### config.mk
export PLATFORM = sky130hd
export DESIGN_NAME = permutation_unrank_top
export DESIGN_NICKNAME = d
export VERILOG_FILES = /design/src/design/punrank_pkg.sv /design/src/design/permutation_unrank_top.sv /design/src/design/punrank_ctrl.sv /design/src/design/punrank_dp.sv
export SDC_FILE = /design/constraint.sdc
export NUM_CORES = 1
export LEC_CHECK = 0
export BUFFER_PORTS_ARGS = -buffer_cell sky130_fd_sc_hd__buf_2
export CORE_UTILIZATION = 50
export DETAILED_ROUTE_END_ITERATION = 12
export GPL_TIMING_DRIVEN = 0
export PLACE_DENSITY_LB_ADDON = 0.15
export SYNTH_ARGS = -nofsm -noshare
export SYNTH_HDL_FRONTEND = slang
export SYNTH_SLANG_ARGS = --single-unit
### constraint.sdc
create_clock -name i_clk -period 6.2 [get_ports i_clk]
set_input_delay 0.31 -clock i_clk [delete_from_list [all_inputs] [get_ports i_clk]]
set_output_delay 0.31 -clock i_clk [all_outputs]
set_load 0.02 [all_outputs]
### src/design/punrank_pkg.sv
// shared types, widths and the factorial table for the permutation unranking block
`timescale 1ns / 1ps

package punrank_pkg;

    localparam int MAX_ELEMENTS = 12;
    localparam int RANK_W       = 29;
    localparam int ELEM_W       = 4;
    localparam int CNT_W        = 4;
    localparam int IDX_W        = $clog2(MAX_ELEMENTS);
    localparam int FACT_DEPTH   = MAX_ELEMENTS + 1;

    localparam logic [CNT_W-1:0] COUNT_RESET = CNT_W'(10);

    // n! for n = 0 .. 12
    localparam logic [RANK_W-1:0] FACT_TABLE [FACT_DEPTH] = '{
        29'd1, 29'd1, 29'd2, 29'd6, 29'd24, 29'd120, 29'd720, 29'd5040,
        29'd40320, 29'd362880, 29'd3628800, 29'd39916800, 29'd479001600
    };

    // controller to datapath
    typedef struct packed {
        logic load;      // take a new rank, rebuild the element list
        logic sub;       // subtract one factorial, bump the digit
        logic emit;      // show one element, drop it from the list
        logic emit_err;  // show the single out-of-range result
    } t_cmd;

    // datapath to controller
    typedef struct packed {
        logic rank_bad;  // incoming rank is zero or above count!
        logic rank_ge;   // remaining rank still holds another factorial
        logic at_last;   // current position is the final one
    } t_status;

endpackage

### src/design/permutation_unrank_top.sv
// top level of the lexicographic permutation unranking block
`timescale 1ns / 1ps
// each request is loaded, then every digit is found by subtracting factorials and its element is emitted
// and registered; a new request is taken only after the last element, since the work is done by
//   the single subtract-and-compare unit that peels one factorial per cycle
// an out-of-range rank gives its one result the cycle after the request, busy stays low
// reset is synchronous, active low; element count comes back as ten, the receiver cannot stall

module permutation_unrank_top (
    input  logic                            i_clk,
    input  logic                            i_rst_n,
    // request channel
    input  logic                            start,
    output logic                            busy,
    input  logic [punrank_pkg::RANK_W-1:0]  i_rank,
    // configuration write channel
    input  logic                            i_cfg_valid,
    output logic                            o_cfg_ready,
    input  logic [punrank_pkg::CNT_W-1:0]   i_cfg_data,
    // result channel, one element per strobe
    output logic                            o_strobe,
    output logic [punrank_pkg::ELEM_W-1:0]  o_element,
    output logic [punrank_pkg::CNT_W-1:0]   o_position,
    output logic                            o_last,
    output logic                            o_rank_error
);
    import punrank_pkg::*;

    t_cmd    cmd;
    t_status status;
    logic    ctrl_busy;
    logic    cfg_we;

    // the count register only changes between requests
    assign o_cfg_ready = ~ctrl_busy;
    assign cfg_we      = i_cfg_valid & ~ctrl_busy;
    assign busy        = ctrl_busy;

    // sequencer: load, one subtract per cycle, then emit and shift the list
    punrank_ctrl u_ctrl (
        .i_clk    (i_clk),
        .i_rst_n  (i_rst_n),
        .i_start  (start),
        .i_status (status),
        .o_cmd    (cmd),
        .o_busy   (ctrl_busy)
    );

    // rank, digit, element list and the registered result
    punrank_dp u_dp (
        .i_clk        (i_clk),
        .i_rst_n      (i_rst_n),
        .i_cfg_we     (cfg_we),
        .i_cfg_data   (i_cfg_data),
        .i_rank       (i_rank),
        .i_cmd        (cmd),
        .o_status     (status),
        .o_strobe     (o_strobe),
        .o_element    (o_element),
        .o_position   (o_position),
        .o_last       (o_last),
        .o_rank_error (o_rank_error)
    );

endmodule

### src/design/punrank_ctrl.sv
// control state machine for the permutation unranking block
`timescale 1ns / 1ps

module punrank_ctrl (
    input  logic                  i_clk,
    input  logic                  i_rst_n,
    input  logic                  i_start,
    input  punrank_pkg::t_status  i_status,
    output punrank_pkg::t_cmd     o_cmd,
    output logic                  o_busy
);
    import punrank_pkg::*;

    typedef enum logic {
        S_IDLE,
        S_RUN
    } t_state;

    t_state r_state;
    t_state n_state;

    always_comb begin
        n_state = r_state;
        o_cmd   = '0;
        unique case (r_state)
            S_IDLE: begin
                if (i_start) begin
                    if (i_status.rank_bad) begin
                        o_cmd.emit_err = 1'b1;
                    end else begin
                        o_cmd.load = 1'b1;
                        n_state    = S_RUN;
                    end
                end
            end
            S_RUN: begin
                if (i_status.rank_ge) begin
                    o_cmd.sub = 1'b1;
                end else begin
                    o_cmd.emit = 1'b1;
                    if (i_status.at_last) begin
                        n_state = S_IDLE;
                    end
                end
            end
            default: n_state = S_IDLE;
        endcase
    end

    always_ff @(posedge i_clk) begin
        if (!i_rst_n) begin
            r_state <= S_IDLE;
        end else begin
            r_state <= n_state;
        end
    end

    assign o_busy = (r_state != S_IDLE);

endmodule

### src/design/punrank_dp.sv
// datapath: count register, remaining rank, digit counter, element list, result registers
`timescale 1ns / 1ps

module punrank_dp (
    input  logic                               i_clk,
    input  logic                               i_rst_n,
    input  logic                               i_cfg_we,
    input  logic [punrank_pkg::CNT_W-1:0]      i_cfg_data,
    input  logic [punrank_pkg::RANK_W-1:0]     i_rank,
    input  punrank_pkg::t_cmd                  i_cmd,
    output punrank_pkg::t_status               o_status,
    output logic                               o_strobe,
    output logic [punrank_pkg::ELEM_W-1:0]     o_element,
    output logic [punrank_pkg::CNT_W-1:0]      o_position,
    output logic                               o_last,
    output logic                               o_rank_error
);
    import punrank_pkg::*;

    logic [CNT_W-1:0]  r_element_count;
    logic [CNT_W-1:0]  eff_count;
    logic [RANK_W-1:0] r_rank;
    logic [CNT_W-1:0]  r_pos;
    logic [CNT_W-1:0]  r_last_pos;
    logic [IDX_W-1:0]  r_digit;
    logic [ELEM_W-1:0] r_list [MAX_ELEMENTS];
    logic [CNT_W-1:0]  rest;
    logic [RANK_W-1:0] fact_rest;

    logic              r_strobe;
    logic [ELEM_W-1:0] r_element;
    logic [CNT_W-1:0]  r_position;
    logic              r_last;
    logic              r_rank_error;

    // zero counts as one, anything above the maximum saturates
    always_comb begin
        priority if (r_element_count == '0) begin
            eff_count = CNT_W'(1);
        end else if (r_element_count > CNT_W'(MAX_ELEMENTS)) begin
            eff_count = CNT_W'(MAX_ELEMENTS);
        end else begin
            eff_count = r_element_count;
        end
    end

    assign rest      = r_last_pos - r_pos;
    assign fact_rest = FACT_TABLE[rest];

    assign o_status.rank_bad = (i_rank == '0) || (i_rank > FACT_TABLE[eff_count]);
    assign o_status.rank_ge  = (r_rank >= fact_rest);
    assign o_status.at_last  = (rest == '0);

    always_ff @(posedge i_clk) begin
        if (!i_rst_n) begin
            r_element_count <= COUNT_RESET;
        end else if (i_cfg_we) begin
            r_element_count <= i_cfg_data;
        end
    end

    always_ff @(posedge i_clk) begin
        if (!i_rst_n) begin
            r_rank  <= '0;
            r_pos   <= '0;
            r_digit <= '0;
        end else if (i_cmd.load) begin
            r_rank     <= i_rank - RANK_W'(1);
            r_pos      <= '0;
            r_digit    <= '0;
            r_last_pos <= eff_count - CNT_W'(1);
            for (int i = 0; i < MAX_ELEMENTS; i++) begin
                r_list[i] <= ELEM_W'(i);
            end
        end else if (i_cmd.sub) begin
            r_rank  <= r_rank - fact_rest;
            r_digit <= r_digit + IDX_W'(1);
        end else if (i_cmd.emit) begin
            r_pos   <= r_pos + CNT_W'(1);
            r_digit <= '0;
            // close the gap left by the chosen element
            for (int i = 0; i < MAX_ELEMENTS - 1; i++) begin
                if (IDX_W'(i) >= r_digit) begin
                    r_list[i] <= r_list[i + 1];
                end
            end
        end
    end

    always_ff @(posedge i_clk) begin
        if (!i_rst_n) begin
            r_strobe <= 1'b0;
        end else begin
            r_strobe <= i_cmd.emit | i_cmd.emit_err;
        end
    end

    always_ff @(posedge i_clk) begin
        if (i_cmd.emit_err) begin
            r_element    <= '0;
            r_position   <= '0;
            r_last       <= 1'b1;
            r_rank_error <= 1'b1;
        end else if (i_cmd.emit) begin
            r_element    <= r_list[r_digit];
            r_position   <= r_pos;
            r_last       <= (rest == '0);
            r_rank_error <= 1'b0;
        end
    end

    assign o_strobe     = r_strobe;
    assign o_element    = r_element;
    assign o_position   = r_position;
    assign o_last       = r_last;
    assign o_rank_error = r_rank_error;

endmodule
==> results of run 1 <==
[power groups by stage]
stage / Sequential, W / Combinational (W) / Clock, W
finish: 0.000763 / 0.00101 / 0.000559
global route: 0.000769 / 0.00112 / 0.000581
CTS: 0.000761 / 0.000994 / 0.000560
detailed placement: 0.000774 / 0.000985 / 0
global placement: 0.000772 / 0.000979 / 0
floorplan: 0.000777 / 0.000727 / 0
[sequential cells by signal, summed over array words and instances, names as in the netlist, 4 cells and up]
name and cells:
u_dp.r_last_pos 4, u_dp.r_pos 4, u_dp.r_rank 29, u_dp.r_element_count 4, u_dp.r_list 37, u_dp.o_position 4
u_dp.o_element 4, u_dp.r_digit 4
[metrics by stage]
stage	area (µm²)	cells	worst slack, ns	hold slack (ns)	total power, W
after detailed placement	7850	1097	0.692	0.448	0.00176
final	8130	1113	0.598	0.174	0.00233
after CTS	8130	1113	0.628	0.177	0.00232
after global routing	8130	1113	0.259	0.190	0.00247
after floorplan	7370	864	1.83	0.439	0.00150
after global placement	7850	1097	0.794	0.442	0.00175
[area by class of cell]
class                      count  area [µm²]
tap                          184         230
clock inverter                 7        62.6
multi-input combinational    695        4760
inverter                      37         143
fill                        1377        6340
buffer                        38         176
clock buffer                   9         225
timing repair buffer          49         245
sequential                    94        2290
[critical path, delay by kind of cell, from the launching register on]
family / cells / cell delay, ns
AOI/OAI and AO/OA: 6 / 1.60
and+or+nand+nor: 7 / 1.36
adders and majority gates: 2 / 0.77
buffers and inverters: 4 / 0.76
DFF: 1 / 0.44
xor gates and xnor gates: 1 / 0.30
[worst max path at each step]
stage,slack [ns],depth (start not counted),end,startpoint
detailed placement,0.69,20,u_dp.r_list[0][3],u_dp.r_pos[1]
finish,0.60,20,u_dp.r_list[0][0],u_dp.r_pos[1]
CTS,0.63,20,u_dp.r_list[0][2],u_dp.r_pos[1]
global placement,0.79,20,u_dp.r_list[0][2],u_dp.r_pos[1]
floorplan,1.83,20,u_dp.r_list[1][0],u_dp.r_pos[1]
global route,0.26,20,u_dp.r_list[0][2],u_dp.r_pos[1]
[cell families after synthesis]
family          share of synthesized area, %
compound gates                          20.4
fa+ha+maj                               12.9
xor+xnor                                5.94
buf+inv                                 4.33
simple gates                            21.3
mux                                     3.99
flops                                   31.1
[routing by layer]
layer	track usage (%)	vias to the layer above	routed length [µm]
met5	0	-	0
met4	8.51	0	439
met3	4.47	32	1520
met2	43.6	236	9110
met1	38.0	3136	9090
li1	-	3284	-
[cell usage in the layout, fill, tap and decap left out, types with 10 or more instances in the layout]
cell type,instances
a21oi_1,89
nand2_1,86
nor2_1,76
ha_1,73
buf_2,61
o21ai_0,59
dfxtp_1,53
edfxtp_1,41
inv_1,35
xnor2_1,26
xor2_1,24
clkbuf_1,22
nor3_1,18
and3_1,16
nand2b_1,15
nand4_1,15
nand3_1,12
and2_1,11
nor2b_1,10
a21o_1,10
a211oi_1,10
==> out/metrics.cfg, run 1 <==
[worst_setup_path]
reg2reg_from=u_dp.r_pos[1]
worstPathMaxFanout=10
worstPathRequired_ns=6.18
worstSetupPathType=flop to flop
rr_endpoint=u_dp.r_list[0][0]
critPathCaptureType=flop
worst-r2r-setup-slack_ns=0.60
slowest_delay_ns=0.64
slowest_stage=o21ai_0
crit_arrival_ns=5.59
r2r_cells=20
cp-start-kind=flop
path_cells=inv_1 > ha_1 > nor2b_1 > o21ai_0 > nand2b_1 > xnor2_1 > clkbuf_1 > nand2_1 > ha_1 > a211oi_2 > nand2_1 > a21oi_2 > and3_1 > o21a_2 > o21ai_4 > or3_1 > buf_4 > clkinv_2 > nand2b_2 > o21ai_0

[placed_design]
routabilityCongestion=0.924
io_buffers=49
hpwl_um=15900

[timing]
rsz0062_at_grt=no
hold_viol_final=0
setup-tns-final_ns=0
fmax_mhz=179
finalMaxSlewViolations=0
slew_headroom_pct=46.5
period_share_pct=90.4
setup_viol_count_final=0
skew_ns=0.0103
worst_slew_pin_slew_ns=0.794
period_minus_slack_ns=5.60

[global_route]
overflow=0
track_usage_pct=27.4
grt_max_degree=19
grt_pass1_vias=6081
grt_pass1_wl_um=31600
antenna_found_initial=0

[finish]
synthToLayoutAreaGrowth_pct=10.4
final_nets=1036
layout-drive-gt1-share_pct=12.8
fin_util_pct=56.2
num_antenna_cells=0

[routing]
via_count=6688
vias_per_cell=6.01
drtPass1Iterations=8
drc=0
drtIter0Drc=416
ant_nets=0
drt_wl_total_um=20100
wl_per_cell_um=18.1

[pwr]
p_leak_nw=3.27
comb_power_share_pct=43.3
powerDensity_mw_per_mm2=286
seqPwrFrac_pct=32.7
clockPowerShare_pct=24.0
p_sw_w=0.000941
ir_worst_vdd_mv=0.188
p_int_w=0.00139
swShare_pct=40.4

[hold_path]
holdPathStages=3
hold_start=i_cfg_data[2]
hold_path.class=input pin to flop
worstHoldEndpoint=u_dp.r_element_count[2]

[clock_network]
hold_buffers=0
cts.root.buffer_cell=clkbuf_16
clk_latency_ns=0.36
cts_resized=0
cts.clk_slew.worst_paths_ns=0.07
clock_sinks=94
tritoncts=built
cts.path.max_buffers=2
htree_levels=3
cts_buffers=9
cts_setup_buffers=0

[yosys]
synth.most_common_cell=a21oi_1
synth.yosys.seq_area_share_pct=31.1
syn-cell-area_mm2=0.00737
syn_nets=976
ys.warnings.count=0
synth_area_leaders=edfxtp_1, dfxtp_1, ha_1, a21oi_1, nand2_1
synth-edff-count=41
syn-instance-count=864
synth_cell_types=80
yosys.area.top_type_share_pct=16.7
async_reset_ff_share_pct=0
avgSynthCellArea_um2=8.53
synth_common_cells=a21oi_1, nand2_1, nor2_1
ys.flop_type=dfxtp_1
ys_ff_latch=94
synth_top_area_cell=edfxtp_1

[floorplanning]
die_area_mm2=0.0152
chipWidth_um=123
core_mm2=0.0145
placementRows=44
initial_core_util_pct=50.9
die_h_um=123
pin_count=50

[job]
maxCapViolCount=0

[status]
status=finished, final reports clean

(Power assumes the default switching activity.)
==> run 2, diff against run 1 <==
--- a/config.mk
+++ b/config.mk
@@ -10,6 +10,7 @@
 export DETAILED_ROUTE_END_ITERATION = 12
 export GPL_TIMING_DRIVEN = 0
 export PLACE_DENSITY_LB_ADDON = 0.15
+export RECOVER_POWER = 50
 export SYNTH_ARGS = -nofsm -noshare
 export SYNTH_HDL_FRONTEND = slang
 export SYNTH_SLANG_ARGS = --single-unit
==> constraint.sdc (replaced) <==
create_clock -name i_clk -period 4.8 [get_ports i_clk]
set_input_delay 0.24 -clock i_clk [delete_from_list [all_inputs] [get_ports i_clk]]
set_output_delay 0.24 -clock i_clk [all_outputs]
set_load 0.02 [all_outputs]
==> run 2 against run 1 <==
Final area grew 2.9%. Combinational power is 37% higher. Flip-flop and latch count unchanged. Final cell count is 0.63% higher. Core utilization up 1.6 points. Global-route usage up 0.15 points. Clock skew decreased by 0.0015 ns. Total power grew 33%. Critical endpoint is now u_dp.r_list[1][0]. Largest cell class unchanged. Largest power group unchanged.
==> out/metrics.cfg, run 2 (synthesized netlist as in run 1, its figures left out) <==
[status]
status=finished, final reports clean

[floorplanning]
placementRows=44  ; unchanged
die_h_um=123  ; unchanged
pin_count=50  ; unchanged
chipWidth_um=123  ; unchanged
core_mm2=0.0145  ; unchanged
die_area_mm2=0.0152  ; unchanged
initial_core_util_pct=50.9  ; unchanged

[worst_setup_path]
r2r_cells=21  ; +5.0%
worstSetupPathType=flop to flop
critPathCaptureType=flop
reg2reg_from=u_dp.r_pos[1]
cp-start-kind=flop
rr_endpoint=u_dp.r_list[1][0]
crit_arrival_ns=4.78  ; -0.81 ns
worstPathRequired_ns=4.91  ; -1.27 ns
worstPathMaxFanout=9  ; -1
worst-r2r-setup-slack_ns=0.12  ; -0.47 ns

[placed_design]
routabilityCongestion=0.924  ; unchanged
hpwl_um=15900  ; unchanged
dpl-instance-area_mm2=0.00785  ; unchanged
io_buffers=49  ; unchanged

[timing]
finalMaxSlewViolations=0  ; unchanged
fmax_mhz=214  ; +20%
skew_ns=0.00882  ; -0.00147 ns
setup_viol_count_final=0  ; unchanged
hold_viol_final=0  ; unchanged
fin_hold_ws_ns=0.103  ; -0.0714 ns
worst_slew_pin_slew_ns=0.787  ; -0.00660 ns
period_minus_slack_ns=4.68  ; -0.926 ns
slew_headroom_pct=47.5  ; +1.0 points
period_share_pct=97.4  ; +7.1 points

[global_route]
grt_max_degree=19  ; unchanged
track_usage_pct=27.6  ; +0.15 points
antenna_found_initial=0  ; unchanged
overflow=0  ; unchanged
grt_pass1_vias=6082  ; +0.016%
grt_pass1_wl_um=31700  ; +0.57%

[hold_path]
worstHoldEndpoint=u_dp.r_element_count[2]
holdPathStages=3  ; unchanged
hold_path.class=input pin to flop
hold_start=i_cfg_data[2]

[routing]
vias_per_cell=6.01  ; about the same
drt_wl_total_um=20600  ; +2.1%
drc=0  ; unchanged
drtPass1Iterations=5  ; -3
wl_per_cell_um=18.4  ; +1.4%
met3_length_um=1440  ; -5.1%
via_count=6730  ; +0.63%
wl_met2_um=9540  ; +4.8%
ant_nets=0  ; unchanged
drtIter0Drc=497  ; +19%
m1WireLength_um=9180  ; +1.0%
top_layer=met4

[finish]
layout_common_cells=a21oi_1, nand2_1, nor2_1
layout-drive-gt1-share_pct=15.5  ; +2.7 points
regMostFlops=u_dp.r_list
final_nets=1043  ; +0.68%
layout_commonest_cell=a21oi_1
num_antenna_cells=0  ; unchanged
synthToLayoutAreaGrowth_pct=13.5
fin_area_mm2=0.00837  ; +2.9%
reg_top3=u_dp.r_list (37), u_dp.r_rank (29)
largest_reg_flops=37  ; unchanged

[clock_network]
cts.path.max_buffers=2  ; unchanged
tritoncts=built
hold_buffers=0  ; unchanged
htree_levels=3  ; unchanged
cts.clk_slew.worst_paths_ns=0.08  ; about the same
clock_sinks=94  ; unchanged
cts.root.buffer_cell=clkbuf_16
clk_latency_ns=0.36  ; about the same
cts_buffers=9  ; unchanged

[pwr]
ir_worst_vdd_mv=0.246  ; +30%
seqPwrFrac_pct=31.9  ; -0.8 points
comb_power_share_pct=44.6  ; +1.3 points
p_leak_nw=3.30  ; +1.2%
p_sw_w=0.00126  ; +33%
p_int_w=0.00183  ; +32%
powerDensity_mw_per_mm2=369  ; +29%
clockPowerShare_pct=23.5  ; -0.5 points
swShare_pct=40.7  ; +0.26 points

[job]
maxCapViolCount=0  ; unchanged

[run 2: worst max-delay path, stage by stage (launching register included)]
cell and delay (ns):
dfxtp_4 0.38, inv_1 0.07, ha_1 0.26, nor2b_1 0.13, o21ai_0 0.17, nand2b_1 0.21
xnor2_4 0.28, buf_6 0.16, nand2_2 0.13, ha_1 0.34, buf_2 0.17, nand4_1 0.21
nor4_4 0.08, a31oi_2 0.26, and3_4 0.23, o21a_2 0.20, o21ai_4 0.07, or3_1 0.32
buf_4 0.19, inv_4 0.11, nand2b_4 0.11, or3_1 0.33
[run 2: how the worst max path moves through the flow]
stage                        from                end  slack (ns)
global route        u_dp.r_pos[1]  u_dp.r_list[1][0]       -0.05
detailed placement  u_dp.r_pos[1]  u_dp.r_list[0][3]       -0.71
global placement    u_dp.r_pos[1]  u_dp.r_list[0][2]       -0.61
CTS                 u_dp.r_pos[1]    u_dp.r_rank[22]       0.005
floorplan           u_dp.r_pos[1]  u_dp.r_list[1][0]        0.43
finish              u_dp.r_pos[1]  u_dp.r_list[1][0]        0.12
[run 2: power by group through the flow]
stage	Combinational [W]	Clock, W	Sequential [W]
finish	0.00138	0.000725	0.000986
global route	0.00152	0.000749	0.000995
CTS	0.00130	0.000724	0.000983
detailed placement	0.00127	0	0.00100
global placement	0.00126	0	0.000997
floorplan	0.000939	0	0.00100
[run 2: layout make-up]
cell class	count	area (µm²)
Timing Repair Buffer	59	302
Clock buffer	9	225
Buffer	35	171
Fill cell	1359	6110
Sequential cell	94	2300
Multi-Input combinational cell	695	4940
Clock inverter	7	62.6
Inverter	37	144
Tap cell	184	230
[run 2: layer usage]
layer  GRT usage [%]  up-vias
li1                -     3297
met2            44.4      244
met1            38.1     3160
met4            7.91        0
met3            4.38       29
met5               0        -
[run 2: what timing repair did]
item,4_1_cts,5_1_grt
gates resized for setup,16,36
cloned,0,1
endpoints found under the setup margin,111,103
buffers inserted,1,8
pin swaps,1,13
[run 2: metrics by stage]
step	TNS [ns]	worst slack [ns]	power, W	cells	utilization [%]
detailed placement	-30.92	-0.708	0.00227	1097	54.2
global placement	-24.06	-0.606	0.00226	1097	54.2
floorplan	0	0.431	0.00194	864	-
CTS	0	0.00542	0.00300	1113	56.6
global route	-0.621	-0.0481	0.00326	1120	57.8
finish	0	0.124	0.00309	1120	57.8
==> run 3, diff against run 2 <==
--- a/config.mk
+++ b/config.mk
@@ -6,7 +6,7 @@
 export NUM_CORES = 1
 export LEC_CHECK = 0
 export BUFFER_PORTS_ARGS = -buffer_cell sky130_fd_sc_hd__buf_2
-export CORE_UTILIZATION = 50
+export CORE_UTILIZATION = 56
 export DETAILED_ROUTE_END_ITERATION = 12
 export GPL_TIMING_DRIVEN = 0
 export PLACE_DENSITY_LB_ADDON = 0.15
==> run 3 against run 2 <==
Non-clock buffer count down 4. First-iteration DRC count up 31%. Total power is 0.30% higher. Largest power group unchanged. Highest routed layer unchanged. Register-to-register slack better by 0.07 ns.
==> out/metrics.cfg, run 3 (synthesized netlist as in run 1, its figures left out) <==
[worst_setup_path]
critPathCaptureType=flop
worstPathRequired_ns=5.06  ; +0.15 ns
worstSetupPathType=flop to flop
cp-start-kind=flop
worstPathMaxFanout=5  ; -4
worst-r2r-setup-slack_ns=0.19  ; +0.07 ns
crit_arrival_ns=4.87  ; +0.09 ns

[placed_design]
pre_cts_slack_ns=-0.685  ; +0.0224 ns
routabilityCongestion=1.02  ; +10%
dpl-instance-area_mm2=0.00783  ; -0.19%
hpwl_um=16000  ; +0.46%
io_buffers=49  ; unchanged

[finish]
largest_reg_flops=37  ; unchanged
synthToLayoutAreaGrowth_pct=13.5  ; about the same
fin_util_pct=65.8  ; +8.0 points
regMostFlops=u_dp.r_list
layout-drive-gt1-share_pct=15.9  ; +0.39 points
num_antenna_cells=0  ; unchanged
layout_common_cells=a21oi_1, nand2_1, nor2_1
fin_area_mm2=0.00837  ; about the same
reg_top3=u_dp.r_list (37), u_dp.r_rank (29)
layout_commonest_cell=a21oi_1
final_nets=1039  ; -0.38%

[routing]
vias_per_cell=6.21  ; +3.4%
via_count=6860  ; +1.9%
drt_wl_total_um=20600  ; about the same
drtIter0Drc=651  ; +31%
drtPass1Iterations=6  ; +1
ant_nets=0  ; unchanged
drc=0  ; unchanged
wl_per_cell_um=18.6  ; +1.5%

[global_route]
grt_max_degree=19  ; unchanged
antenna_found_initial=0  ; unchanged
overflow=0  ; unchanged
grt_pass1_wl_um=32400  ; +2.0%
grt_pass1_vias=6350  ; +4.4%
track_usage_pct=31.5  ; +3.9 points

[timing]
setup_ws_ns=0.190  ; +0.0657 ns
finalMaxSlewViolations=0  ; unchanged
rsz0062_at_grt=yes
period_share_pct=96.0  ; -1.4 points
fmax_mhz=217  ; +1.4%
worst_slew_pin_slew_ns=0.649  ; -0.138 ns
setup_viol_count_final=0  ; unchanged
slew_headroom_pct=55.6  ; +8.1 points
fin_hold_ws_ns=0.0997  ; -0.00278 ns
skew_ns=0.0110  ; +0.00216 ns
hold_viol_final=0  ; unchanged
period_minus_slack_ns=4.61  ; -0.0657 ns

[floorplanning]
pin_count=50  ; unchanged
die_area_mm2=0.0136  ; -11%
core_mm2=0.0127  ; -12%
chipWidth_um=117  ; -5.4%
initial_core_util_pct=57.9  ; +7.0 points
placementRows=41  ; -6.8%
die_h_um=117  ; -5.4%

[clock_network]
clock_sinks=94  ; unchanged
cts_buffers=9  ; unchanged
clk_latency_ns=0.36  ; about the same
cts.clk_slew.worst_paths_ns=0.07  ; about the same
tritoncts=built
htree_levels=3  ; unchanged
cts.root.buffer_cell=clkbuf_16
cts.path.max_buffers=2  ; unchanged

[pwr]
ir_worst_vdd_mv=0.199  ; -19%
powerDensity_mw_per_mm2=370  ; +0.31%
power_w=0.00310  ; +0.30%
p_leak_nw=3.30  ; -0.17%

[status]
status=finished, final reports clean

[hold_path]
hold_path.class=input pin to flop

[job]
maxCapViolCount=0  ; unchanged

run 3: repair_timing:
item / in CTS / in global routing
setup endpoints to repair: 97 / 104
pin swaps: 1 / 8
buffers inserted: 1 / 4
cloned: 0 / 1
resized for setup: 15 / 51
hold buffers: 0 / 0
run 3: critical path: stages (launching register included):
cell       delay [ns]
dfxtp_2          0.38
inv_1            0.08
ha_1             0.27
nor2b_1          0.12
o21ai_0          0.15
nand2b_1         0.20
xnor2_4          0.29
buf_6            0.16
nor3_1           0.06
ha_1             0.25
fa_1             0.38
nand2b_1         0.22
a21oi_1          0.33
o21bai_1         0.22
o31a_1           0.34
o211ai_1         0.20
o211ai_1         0.23
o31a_1           0.31
a2111oi_2        0.31
run 3: worst paths after layout:
| path | startpoint | end | cells past startpoint |
|---|---|---|---|
| min | i_cfg_data[3] | u_dp.r_element_count[3] | 3 |
| min reg2reg | u_dp.o_element[0] | u_dp.o_element[0] | 2 |
| max | u_dp.r_pos[1] | u_dp.r_rank[28] | 18 |
| max reg2reg | u_dp.r_pos[1] | u_dp.r_rank[28] | 18 |
run 3: per-stage QoR:
stage | setup TNS, ns | std cells
6_report | 0 | 1104
5_1_grt | -0.308 | 1104
4_1_cts | 0 | 1101
3_5_place_dp | -24.36 | 1085
3_3_place_gp | -15.64 | 1085
2_1_floorplan | 0 | 864
run 3: report_power, final:
group / internal (W) / switching [W] / leakage, nW
Sequential: 0.000929 / 0.0000581 / 0.792
Clock: 0.000363 / 0.000342 / 0.145
Combinational: 0.000547 / 0.000859 / 2.36
run 3: routing by layer:
layer / GRT usage, % / up-vias / wire length, µm
li1: - / 3290 / -
met1: 42.2 / 3243 / 9150
met4: 13.5 / 0 / 632
met2: 49.3 / 281 / 9270
met5: 0 / - / 0
met3: 6.64 / 46 / 1540
run 3: cell type report:
cell class	instances	area, µm²
clock inverter	7	65.1
timing repair buffer	55	275
multi-input combinational	695	4970
clock buffer	9	225
sequential	94	2290
tap	172	215
fill	1086	4360
inverter	37	141
buffer	35	180
